--- config.mk ---
export PLATFORM = sky130hd
export DESIGN_NAME = box_relation_and_size_classifier_flat
export DESIGN_NICKNAME = d
export VERILOG_FILES = /design/src/design/brsc_pkg.sv /design/src/design/brsc_obj_if.sv /design/src/design/brsc_res_if.sv /design/src/design/box_relation_and_size_classifier.sv /design/src/flat_wrapper.sv
export SDC_FILE = /design/constraint.sdc
export NUM_CORES = 2
export LEC_CHECK = 0
export ABC_AREA = 1
export BUFFER_PORTS_ARGS = -buffer_cell sky130_fd_sc_hd__buf_4
export CAP_MARGIN = 20
export CORE_MARGIN = 2
export CORE_UTILIZATION = 40
export DETAILED_ROUTE_END_ITERATION = 7
export PLACE_DENSITY = 0.57
export SLEW_MARGIN = 10
export SYNTH_ARGS = -nofsm -noshare
export SYNTH_HDL_FRONTEND = slang
export SYNTH_SLANG_ARGS = --single-unit
--- constraint.sdc ---
create_clock -name clk -period 10.3 [get_ports clk]
set_input_delay 2.06 -clock clk [delete_from_list [all_inputs] [get_ports clk]]
set_output_delay 2.06 -clock clk [all_outputs]
set_load 0.02 [all_outputs]
--- src/design/brsc_pkg.sv ---
`timescale 1ns / 1ps
`default_nettype none

package brsc_pkg;

    localparam int unsigned CoordW = 24;    // signed Q15.8 center
    localparam int unsigned HalfW  = 23;    // unsigned Q15.8 half-extent
    localparam int unsigned EdgeW  = CoordW + 1;
    localparam int unsigned DiffW  = EdgeW + 1;
    localparam int unsigned ScaleW = HalfW + 4;
    localparam int unsigned ClassW = 3;
    localparam int unsigned DataW  = 32;
    localparam int unsigned AddrW  = 5;

    // size thresholds: huge / large on the reference side, tiny / small on the object side
    localparam logic [3:0] HUGE_X_MUL   = 4'd10;
    localparam logic [3:0] HUGE_YZ_MUL  = 4'd4;
    localparam logic [3:0] LARGE_X_MUL  = 4'd5;
    localparam logic [3:0] LARGE_YZ_MUL = 4'd2;
    localparam logic [3:0] TINY_X_MUL   = 4'd2;
    localparam logic [3:0] TINY_YZ_MUL  = 4'd5;
    localparam logic [3:0] SMALL_YZ_MUL = 4'd2;

    localparam logic [CoordW-1:0] REF_CENTER_RESET = '0;
    localparam logic [HalfW-1:0]  REF_HALF_RESET   = 23'd256;
    localparam logic [HalfW-1:0]  STUCK_RESET      = 23'd128;
    localparam logic [HalfW-1:0]  FAR_RESET        = 23'd3840;

    typedef enum logic [2:0] {
        REG_REF_CENTER_X = 3'd0,
        REG_REF_CENTER_Y = 3'd1,
        REG_REF_CENTER_Z = 3'd2,
        REG_REF_HALF_X   = 3'd3,
        REG_REF_HALF_Y   = 3'd4,
        REG_REF_HALF_Z   = 3'd5,
        REG_STUCK_LIMIT  = 3'd6,
        REG_FAR_LIMIT    = 3'd7
    } reg_index_t;

    typedef enum logic [ClassW-1:0] {
        REL_INCLUDED   = 3'd0,
        REL_INTERSECTS = 3'd1,
        REL_STUCK      = 3'd2,
        REL_NEAR       = 3'd3,
        REL_FAR        = 3'd4
    } rel_class_t;

    typedef enum logic [ClassW-1:0] {
        SZ_TINY   = 3'd0,
        SZ_SMALL  = 3'd1,
        SZ_NORMAL = 3'd2,
        SZ_LARGE  = 3'd3,
        SZ_HUGE   = 3'd4
    } size_class_t;

    function automatic logic [DiffW-1:0] abs_diff(
        input logic signed [EdgeW-1:0] a,
        input logic signed [EdgeW-1:0] b
    );
        logic signed [DiffW-1:0] d;
        begin
            d = $signed({a[EdgeW-1], a}) - $signed({b[EdgeW-1], b});
            abs_diff = d[DiffW-1] ? DiffW'(-d) : DiffW'(d);
        end
    endfunction

    function automatic rel_class_t axis_class(
        input logic signed [CoordW-1:0] oc,
        input logic        [HalfW-1:0]  oh,
        input logic signed [CoordW-1:0] rc,
        input logic        [HalfW-1:0]  rh,
        input logic        [HalfW-1:0]  stuck,
        input logic        [HalfW-1:0]  far_lim
    );
        logic signed [EdgeW-1:0] olo, ohi, rlo, rhi;
        logic signed [EdgeW-1:0] alo, ahi, blo, bhi;
        logic        [DiffW-1:0] g1, g2, gap;
        begin
            olo = $signed({oc[CoordW-1], oc}) - $signed({2'b00, oh});
            ohi = $signed({oc[CoordW-1], oc}) + $signed({2'b00, oh});
            rlo = $signed({rc[CoordW-1], rc}) - $signed({2'b00, rh});
            rhi = $signed({rc[CoordW-1], rc}) + $signed({2'b00, rh});
            g1  = abs_diff(rhi, olo);
            g2  = abs_diff(rlo, ohi);
            gap = (g1 < g2) ? g1 : g2;
            // object first unless the reference starts strictly lower
            if (rlo < olo)
            begin
                alo = rlo; ahi = rhi; blo = olo; bhi = ohi;
            end
            else
            begin
                alo = olo; ahi = ohi; blo = rlo; bhi = rhi;
            end
            if (alo < blo && blo < ahi)
                axis_class = (bhi < ahi) ? REL_INCLUDED : REL_INTERSECTS;
            else if (gap < {3'b000, stuck})
                axis_class = REL_STUCK;
            else if (gap > {3'b000, far_lim})
                axis_class = REL_FAR;
            else
                axis_class = REL_NEAR;
        end
    endfunction

endpackage

`default_nettype wire

--- src/design/brsc_obj_if.sv ---
`timescale 1ns / 1ps
`default_nettype none

interface brsc_obj_if;
    logic                               valid;
    logic                               ready;
    logic signed [brsc_pkg::CoordW-1:0] obj_center_x;
    logic signed [brsc_pkg::CoordW-1:0] obj_center_y;
    logic signed [brsc_pkg::CoordW-1:0] obj_center_z;
    logic        [brsc_pkg::HalfW-1:0]  obj_half_x;
    logic        [brsc_pkg::HalfW-1:0]  obj_half_y;
    logic        [brsc_pkg::HalfW-1:0]  obj_half_z;

    modport source (
        output valid, obj_center_x, obj_center_y, obj_center_z,
               obj_half_x, obj_half_y, obj_half_z,
        input  ready
    );
    modport sink (
        input  valid, obj_center_x, obj_center_y, obj_center_z,
               obj_half_x, obj_half_y, obj_half_z,
        output ready
    );
endinterface

`default_nettype wire

--- src/design/brsc_res_if.sv ---
`timescale 1ns / 1ps
`default_nettype none

interface brsc_res_if;
    logic                             valid;
    logic                             ready;
    logic [brsc_pkg::ClassW-1:0]      relation_class;
    logic [brsc_pkg::ClassW-1:0]      size_class;

    modport source (
        output valid, relation_class, size_class,
        input  ready
    );
    modport sink (
        input  valid, relation_class, size_class,
        output ready
    );
endinterface

`default_nettype wire

--- src/design/box_relation_and_size_classifier.sv ---
`timescale 1ns / 1ps
`default_nettype none
// Path: an accepted request is held in the input register, then its result in the result register.
// Throughput: one request per cycle; both stages advance whenever the result is taken.
// The ready chain runs from res.ready back through the two stages in the same cycle.
// Reset (rst_n low, asynchronous): pipeline emptied, reference registers back to
// center 0, half-extent 1.0, stuck limit 0.5, far limit 15.

module box_relation_and_size_classifier (
    input  wire logic                          clk,
    input  wire logic                          rst_n,
    brsc_obj_if.sink                           obj,
    brsc_res_if.source                         res,
    input  wire logic                          psel,
    input  wire logic                          penable,
    input  wire logic                          pwrite,
    input  wire logic [brsc_pkg::AddrW-1:0]    paddr,
    input  wire logic [brsc_pkg::DataW-1:0]    pwdata,
    output logic      [brsc_pkg::DataW-1:0]    prdata,
    output logic                               pready
);

    // configuration registers
    logic signed [brsc_pkg::CoordW-1:0] ref_cx_reg, ref_cy_reg, ref_cz_reg;
    logic        [brsc_pkg::HalfW-1:0]  ref_hx_reg, ref_hy_reg, ref_hz_reg;
    logic        [brsc_pkg::HalfW-1:0]  stuck_reg, far_reg;
    brsc_pkg::reg_index_t               cfg_idx;
    logic                               cfg_wr;

    // stage 1: registered request
    logic                               s1_valid_reg;
    logic signed [brsc_pkg::CoordW-1:0] s1_cx_reg, s1_cy_reg, s1_cz_reg;
    logic        [brsc_pkg::HalfW-1:0]  s1_hx_reg, s1_hy_reg, s1_hz_reg;

    // stage 2: result register
    logic                               res_valid_reg;
    brsc_pkg::rel_class_t               rel_reg, rel_next;
    brsc_pkg::size_class_t              size_reg, size_next;

    logic s2_accept, s1_accept;
    brsc_pkg::rel_class_t c_x, c_y, c_z;
    logic any_far, any_near, any_stuck;
    logic huge, large_sz, tiny, small_sz;

    assign pready  = 1'b1;
    assign cfg_wr  = psel && penable && pwrite && pready;
    assign cfg_idx = brsc_pkg::reg_index_t'(paddr[brsc_pkg::AddrW-1:2]);

    always_ff @(posedge clk or negedge rst_n)
    begin
        if (!rst_n)
        begin
            ref_cx_reg <= brsc_pkg::REF_CENTER_RESET;
            ref_cy_reg <= brsc_pkg::REF_CENTER_RESET;
            ref_cz_reg <= brsc_pkg::REF_CENTER_RESET;
            ref_hx_reg <= brsc_pkg::REF_HALF_RESET;
            ref_hy_reg <= brsc_pkg::REF_HALF_RESET;
            ref_hz_reg <= brsc_pkg::REF_HALF_RESET;
            stuck_reg  <= brsc_pkg::STUCK_RESET;
            far_reg    <= brsc_pkg::FAR_RESET;
        end
        else if (cfg_wr)
        begin
            unique case (cfg_idx)
                brsc_pkg::REG_REF_CENTER_X: ref_cx_reg <= pwdata[brsc_pkg::CoordW-1:0];
                brsc_pkg::REG_REF_CENTER_Y: ref_cy_reg <= pwdata[brsc_pkg::CoordW-1:0];
                brsc_pkg::REG_REF_CENTER_Z: ref_cz_reg <= pwdata[brsc_pkg::CoordW-1:0];
                brsc_pkg::REG_REF_HALF_X:   ref_hx_reg <= pwdata[brsc_pkg::HalfW-1:0];
                brsc_pkg::REG_REF_HALF_Y:   ref_hy_reg <= pwdata[brsc_pkg::HalfW-1:0];
                brsc_pkg::REG_REF_HALF_Z:   ref_hz_reg <= pwdata[brsc_pkg::HalfW-1:0];
                brsc_pkg::REG_STUCK_LIMIT:  stuck_reg  <= pwdata[brsc_pkg::HalfW-1:0];
                brsc_pkg::REG_FAR_LIMIT:    far_reg    <= pwdata[brsc_pkg::HalfW-1:0];
                default: ;
            endcase
        end
    end

    always_comb
    begin
        unique case (cfg_idx)
            brsc_pkg::REG_REF_CENTER_X: prdata = brsc_pkg::DataW'(unsigned'(ref_cx_reg));
            brsc_pkg::REG_REF_CENTER_Y: prdata = brsc_pkg::DataW'(unsigned'(ref_cy_reg));
            brsc_pkg::REG_REF_CENTER_Z: prdata = brsc_pkg::DataW'(unsigned'(ref_cz_reg));
            brsc_pkg::REG_REF_HALF_X:   prdata = brsc_pkg::DataW'(ref_hx_reg);
            brsc_pkg::REG_REF_HALF_Y:   prdata = brsc_pkg::DataW'(ref_hy_reg);
            brsc_pkg::REG_REF_HALF_Z:   prdata = brsc_pkg::DataW'(ref_hz_reg);
            brsc_pkg::REG_STUCK_LIMIT:  prdata = brsc_pkg::DataW'(stuck_reg);
            brsc_pkg::REG_FAR_LIMIT:    prdata = brsc_pkg::DataW'(far_reg);
            default:                    prdata = '0;
        endcase
    end

    // pipeline flow
    assign s2_accept = !res_valid_reg || res.ready;
    assign s1_accept = !s1_valid_reg || s2_accept;
    assign obj.ready = s1_accept;

    always_ff @(posedge clk or negedge rst_n)
    begin
        if (!rst_n)
        begin
            s1_valid_reg  <= 1'b0;
            res_valid_reg <= 1'b0;
        end
        else
        begin
            if (s1_accept)
                s1_valid_reg <= obj.valid;
            if (s2_accept)
                res_valid_reg <= s1_valid_reg;
        end
    end

    always_ff @(posedge clk)
    begin
        if (s1_accept && obj.valid)
        begin
            s1_cx_reg <= obj.obj_center_x;
            s1_cy_reg <= obj.obj_center_y;
            s1_cz_reg <= obj.obj_center_z;
            s1_hx_reg <= obj.obj_half_x;
            s1_hy_reg <= obj.obj_half_y;
            s1_hz_reg <= obj.obj_half_z;
        end
        if (s2_accept && s1_valid_reg)
        begin
            rel_reg  <= rel_next;
            size_reg <= size_next;
        end
    end

    // relation
    always_comb
    begin
        c_x = brsc_pkg::axis_class(s1_cx_reg, s1_hx_reg, ref_cx_reg, ref_hx_reg,
                                   stuck_reg, far_reg);
        c_y = brsc_pkg::axis_class(s1_cy_reg, s1_hy_reg, ref_cy_reg, ref_hy_reg,
                                   stuck_reg, far_reg);
        c_z = brsc_pkg::axis_class(s1_cz_reg, s1_hz_reg, ref_cz_reg, ref_hz_reg,
                                   stuck_reg, far_reg);
        any_far   = (c_x == brsc_pkg::REL_FAR)   || (c_y == brsc_pkg::REL_FAR)
                 || (c_z == brsc_pkg::REL_FAR);
        any_near  = (c_x == brsc_pkg::REL_NEAR)  || (c_y == brsc_pkg::REL_NEAR)
                 || (c_z == brsc_pkg::REL_NEAR);
        any_stuck = (c_x == brsc_pkg::REL_STUCK) || (c_y == brsc_pkg::REL_STUCK)
                 || (c_z == brsc_pkg::REL_STUCK);
        if (c_x == brsc_pkg::REL_INCLUDED && c_y == brsc_pkg::REL_INCLUDED
            && c_z == brsc_pkg::REL_INCLUDED)
            rel_next = brsc_pkg::REL_INCLUDED;
        else if (any_far)
            rel_next = brsc_pkg::REL_FAR;
        else if (any_near)
            rel_next = brsc_pkg::REL_NEAR;
        else if (any_stuck)
            rel_next = brsc_pkg::REL_STUCK;
        else
            rel_next = brsc_pkg::REL_INTERSECTS;
    end

    // size: constant-factor cross-multiplies at ScaleW bits; the small x check compares at HalfW
    always_comb
    begin
        huge = (brsc_pkg::ScaleW'(s1_hx_reg)
                    > brsc_pkg::ScaleW'(ref_hx_reg) * brsc_pkg::ScaleW'(brsc_pkg::HUGE_X_MUL))
            && (brsc_pkg::ScaleW'(s1_hy_reg)
                    > brsc_pkg::ScaleW'(ref_hy_reg) * brsc_pkg::ScaleW'(brsc_pkg::HUGE_YZ_MUL))
            && (brsc_pkg::ScaleW'(s1_hz_reg)
                    > brsc_pkg::ScaleW'(ref_hz_reg) * brsc_pkg::ScaleW'(brsc_pkg::HUGE_YZ_MUL));
        large_sz = (brsc_pkg::ScaleW'(s1_hx_reg)
                    > brsc_pkg::ScaleW'(ref_hx_reg) * brsc_pkg::ScaleW'(brsc_pkg::LARGE_X_MUL))
            && (brsc_pkg::ScaleW'(s1_hy_reg)
                    > brsc_pkg::ScaleW'(ref_hy_reg) * brsc_pkg::ScaleW'(brsc_pkg::LARGE_YZ_MUL))
            && (brsc_pkg::ScaleW'(s1_hz_reg)
                    > brsc_pkg::ScaleW'(ref_hz_reg) * brsc_pkg::ScaleW'(brsc_pkg::LARGE_YZ_MUL));
        tiny = (brsc_pkg::ScaleW'(s1_hx_reg) * brsc_pkg::ScaleW'(brsc_pkg::TINY_X_MUL)
                    < brsc_pkg::ScaleW'(ref_hx_reg))
            && (brsc_pkg::ScaleW'(s1_hy_reg) * brsc_pkg::ScaleW'(brsc_pkg::TINY_YZ_MUL)
                    < brsc_pkg::ScaleW'(ref_hy_reg))
            && (brsc_pkg::ScaleW'(s1_hz_reg) * brsc_pkg::ScaleW'(brsc_pkg::TINY_YZ_MUL)
                    < brsc_pkg::ScaleW'(ref_hz_reg));
        small_sz = (s1_hx_reg < ref_hx_reg)
            && (brsc_pkg::ScaleW'(s1_hy_reg) * brsc_pkg::ScaleW'(brsc_pkg::SMALL_YZ_MUL)
                    < brsc_pkg::ScaleW'(ref_hy_reg))
            && (brsc_pkg::ScaleW'(s1_hz_reg) * brsc_pkg::ScaleW'(brsc_pkg::SMALL_YZ_MUL)
                    < brsc_pkg::ScaleW'(ref_hz_reg));
        // tiny is a subset of small, so it has to be checked first
        if (huge)
            size_next = brsc_pkg::SZ_HUGE;
        else if (large_sz)
            size_next = brsc_pkg::SZ_LARGE;
        else if (tiny)
            size_next = brsc_pkg::SZ_TINY;
        else if (small_sz)
            size_next = brsc_pkg::SZ_SMALL;
        else
            size_next = brsc_pkg::SZ_NORMAL;
    end

    assign res.valid          = res_valid_reg;
    assign res.relation_class = rel_reg;
    assign res.size_class     = size_reg;

`ifndef NO_ASSERTIONS
    // a request held in stage 1 must reach the result register when it frees up
    a_s1_moves: assert property (@(posedge clk) disable iff (!rst_n)
        (s1_valid_reg && s2_accept) |=> res_valid_reg)
        else $error("stage 1 request lost on advance");

    // a new request may only enter a full stage 1 when that stage drains
    a_no_overwrite: assert property (@(posedge clk) disable iff (!rst_n)
        (obj.valid && obj.ready && s1_valid_reg) |-> s2_accept)
        else $error("stage 1 overwritten");

    // stalled output keeps stage 1 valid, x center and x half-extent too
    a_s1_hold: assert property (@(posedge clk) disable iff (!rst_n)
        (res_valid_reg && !res.ready && s1_valid_reg) |=>
            (s1_valid_reg && $stable(s1_cx_reg) && $stable(s1_hx_reg)))
        else $error("stage 1 changed during stall");

    // huge always means the x half-extent exceeds the reference
    a_huge_x: assert property (@(posedge clk) disable iff (!rst_n)
        (s1_valid_reg && size_next == brsc_pkg::SZ_HUGE) |-> (s1_hx_reg > ref_hx_reg))
        else $error("huge class with small x extent");
`endif

endmodule

`default_nettype wire
--- src/flat_wrapper.sv ---
// flat-port wrapper written by rule: the top's interface ports become plain ports
module box_relation_and_size_classifier_flat 
  (clk, rst_n, psel, penable, pwrite, paddr, pwdata, prdata, pready, obj_valid, obj_obj_center_x, obj_obj_center_y, obj_obj_center_z, obj_obj_half_x, obj_obj_half_y, obj_obj_half_z, obj_ready, res_valid, res_relation_class, res_size_class, res_ready);
  brsc_obj_if obj_i ();
  brsc_res_if res_i ();
  input  wire logic clk;
  input  wire logic rst_n;
  input  wire logic psel;
  input  wire logic penable;
  input  wire logic pwrite;
  input  wire logic [brsc_pkg::AddrW-1:0] paddr;
  input  wire logic [brsc_pkg::DataW-1:0] pwdata;
  output logic      [brsc_pkg::DataW-1:0] prdata;
  output logic pready;
  input wire logic [$bits(obj_i.valid)-1:0] obj_valid;
  input wire logic [$bits(obj_i.obj_center_x)-1:0] obj_obj_center_x;
  input wire logic [$bits(obj_i.obj_center_y)-1:0] obj_obj_center_y;
  input wire logic [$bits(obj_i.obj_center_z)-1:0] obj_obj_center_z;
  input wire logic [$bits(obj_i.obj_half_x)-1:0] obj_obj_half_x;
  input wire logic [$bits(obj_i.obj_half_y)-1:0] obj_obj_half_y;
  input wire logic [$bits(obj_i.obj_half_z)-1:0] obj_obj_half_z;
  output wire logic [$bits(obj_i.ready)-1:0] obj_ready;
  output wire logic [$bits(res_i.valid)-1:0] res_valid;
  output wire logic [$bits(res_i.relation_class)-1:0] res_relation_class;
  output wire logic [$bits(res_i.size_class)-1:0] res_size_class;
  input wire logic [$bits(res_i.ready)-1:0] res_ready;
  assign obj_i.valid = obj_valid;
  assign obj_i.obj_center_x = obj_obj_center_x;
  assign obj_i.obj_center_y = obj_obj_center_y;
  assign obj_i.obj_center_z = obj_obj_center_z;
  assign obj_i.obj_half_x = obj_obj_half_x;
  assign obj_i.obj_half_y = obj_obj_half_y;
  assign obj_i.obj_half_z = obj_obj_half_z;
  assign obj_ready = obj_i.ready;
  assign res_valid = res_i.valid;
  assign res_relation_class = res_i.relation_class;
  assign res_size_class = res_i.size_class;
  assign res_i.ready = res_ready;
  box_relation_and_size_classifier u_core (.clk(clk), .rst_n(rst_n), .obj(obj_i), .res(res_i), .psel(psel), .penable(penable), .pwrite(pwrite), .paddr(paddr), .pwdata(pwdata), .prdata(prdata), .pready(pready));
endmodule
==> impl_metrics.env <==
export IMPL_path_common_cell="nand2_1"
export IMPL_first_iter_violations=6304
export IMPL_top_layer_used="met5"
export IMPL_hold_path_class="register to register"
export IMPL_grt_use_total=0.326
export IMPL_antenna_found_initial=3
export IMPL_via_per_inst=5.56
export IMPL_drtPass1Iterations=6
export IMPL_hold_violations=0
export IMPL_numCtsBuffers=45
export IMPL_yosys_warnings=0
export IMPL_cts_tree="done"
export IMPL_core_um2=159000
export IMPL_grt_pass1_vias=61800
export IMPL_outcome="finished, final reports clean"
export IMPL_finish_net_count=11400
export IMPL_ys_seq_area_frac=0.143
export IMPL_gr_total_overflow=0
export IMPL_met2_length_um=112000
export IMPL_area_growth_pct=10.5
export IMPL_cp_end_kind="register"
export IMPL_syn_area_um2=63900
export IMPL_routed_via_count=67100
export IMPL_maxCapViolations=0
export IMPL_grt_max_degree=97
export IMPL_wl_met1_um=125000
export IMPL_synthArstFlopShare=0.563
export IMPL_syn_avg_cell_area_um2=6.59
export IMPL_crit_fanout=24
export IMPL_worstSetupPathType="register to register"
export IMPL_routed_wl_um=274000
export IMPL_die_w_um=404
export IMPL_htreeDepth=2
export IMPL_route_detailed_drc=0
export IMPL_fp_dieArea_um2=163000
export IMPL_fmax_mhz=104
export IMPL_grt_pass1_wl_um=397000
export IMPL_synth_cell_types=80
export IMPL_final_core_utilization=0.445
export IMPL_fin_crit_sh=0.932
export IMPL_required_ns=10.75
export IMPL_period_needed_ns=9.60
export IMPL_tightest_slew_ns=1.10
export IMPL_clockBufferDepth=3
export IMPL_io_pins=226
export IMPL_rows=146
export IMPL_ant_nets=0
export IMPL_holdWs_ns=0.487
export IMPL_fin_skew_ns=0.0351
export IMPL_syn_inst=9689
export IMPL_fin_ws_ns=0.697
export IMPL_die_h_um=404
export IMPL_routedWlPerCell_um=22.7
export IMPL_drv_slew=0
export IMPL_cts_root_buffer="clkbuf_16"
export IMPL_crit_path_max_incr_delay_ns=0.50
export IMPL_maxSlewHeadroom=0.260
export IMPL_gp_congestion=1.02
export IMPL_setup_viol=0
export IMPL_dp_cells=12000
export IMPL_initial_core_util=0.403
export IMPL_n_antenna_cell=0
export IMPL_io_buffers=206
export IMPL_r2r_setup_slack_ns=0.70
export IMPL_critPathTopFamily="compound AO/OA/AOI/OAI gates"
export IMPL_finalNonFillerCells=12100
export IMPL_dp_hpwl_um=237000
export IMPL_crit_path_top_delay_cell="xor2_1"
export IMPL_yosys_register_bits=336
export IMPL_insertion_delay_ns=0.69
export IMPL_path_clk_slew_ns=0.06
export IMPL_clock_sinks=336
export IMPL_drive_above_1_share=0.0907
export IMPL_yosys_most_used_dff="dfrtp_1"
export IMPL_pre_cts_ws_ns=0.220
export IMPL_crit_buf_inv=8
export IMPL_ctsHoldBuffers=0
export IMPL_start_kind="register"
export IMPL_wl_met3_um=21600
export IMPL_arrival_ns=10.05
export IMPL_synth_edf_count=147
## cells in the final DEF (no fill, tap or decap), drive strengths merged, types with 33 or more instances in the layout
cell / count
a221oi: 51
nor2: 637
nand4: 194
edfxtp: 147
clkbuf: 58
a21oi: 761
ha: 1223
xnor2: 67
dfrtp: 181
inv: 1278
nor3: 101
o21ai: 730
nor4: 33
a31oi: 47
nand3: 571
a211oi: 49
nand2: 2640
o21bai: 44
buf: 434
xor2: 391
## area by class of cell
cell class	count	area [µm²]
sequential	336	9160
clock buffer	57	1230
tap	2072	2590
clock inverter	26	297
multi-input combinational	7870	49200
inverter	1278	4820
timing repair inverter	2	12.5
fill	16600	88000
timing repair buffer	435	3310
## what timing repair did
item / 4_1_cts / 5_1_grt
buffers inserted: 0 / 15
setup endpoints to repair: 0 / 3
gates resized for setup: 0 / 83
endpoints found under the hold margin: 0 / 0
## path summary, 6_finish.rpt
path,endpoint,startpoint,cells after the start
min,u_core.res.valid$_DFFE_PN0P_,u_core.s1_valid_reg$_DFFE_PN0N_,2
min in group asynchronous,u_core.ref_hx_reg[2]$_DFFE_PN0P_,rst_n,1
max reg2reg,u_core.res.relation_class[0]$_SDFFCE_PP0P_,u_core.s1_hx_reg[2]$_DFFE_PP_,56
max in group asynchronous,u_core.ref_hx_reg[1]$_DFFE_PN0P_,rst_n,2
min reg2reg,u_core.res.valid$_DFFE_PN0P_,u_core.s1_valid_reg$_DFFE_PN0N_,2
max,u_core.res.relation_class[0]$_SDFFCE_PP0P_,u_core.s1_hx_reg[2]$_DFFE_PP_,56
## synth_stat cells (69+ instances only)
cell | instances | area share
ha_1 | 1223 | 0.24
nor2_1 | 585 | 0.034
inv_2 | 69 | 0.0041
clkbuf_1 | 112 | 0.0066
inv_1 | 1203 | 0.071
o21ai_0 | 683 | 0.054
nand2_2 | 92 | 0.0090
nand3_1 | 549 | 0.043
a21oi_1 | 738 | 0.058
xor2_1 | 382 | 0.052
nor3_1 | 94 | 0.0074
nand4_1 | 191 | 0.019
dfrtp_1 | 181 | 0.071
nand2_1 | 2542 | 0.15
edfxtp_1 | 147 | 0.069
## cells by family after synthesis
family,count (synthesis),share of synthesized area
xor+xnor,458,0.0640
compound gates,1901,0.168
fa+ha+maj,1244,0.246
buf+inv,1490,0.0922
flops,336,0.143
other cells,2,0.000118
simple gates,4258,0.286
## tightest hold or removal path: stages (launching register included)
cell and delay (ns):
dfrtp_1 0.34, inv_1 0.06, nand2_1 0.06
## per-layer routing
layer  track usage  up-vias
li1              -    33200
met4         0.158        2
met1         0.453    31100
met2         0.487     2368
met3        0.0553      426
met5             0        -
## stage by stage
step / TNS [ns] / instance area (µm²)
floorplan: 0 / 63900
CTS: 0 / 70200
finish: 0 / 70600
detailed placement: 0 / 68700
global placement: 0 / 68700
global route: -0.00146 / 70600
Power is left out: the tool's default activity adds up to more than one toggle a clock period on the data nets, which glitch-free logic cannot reach.
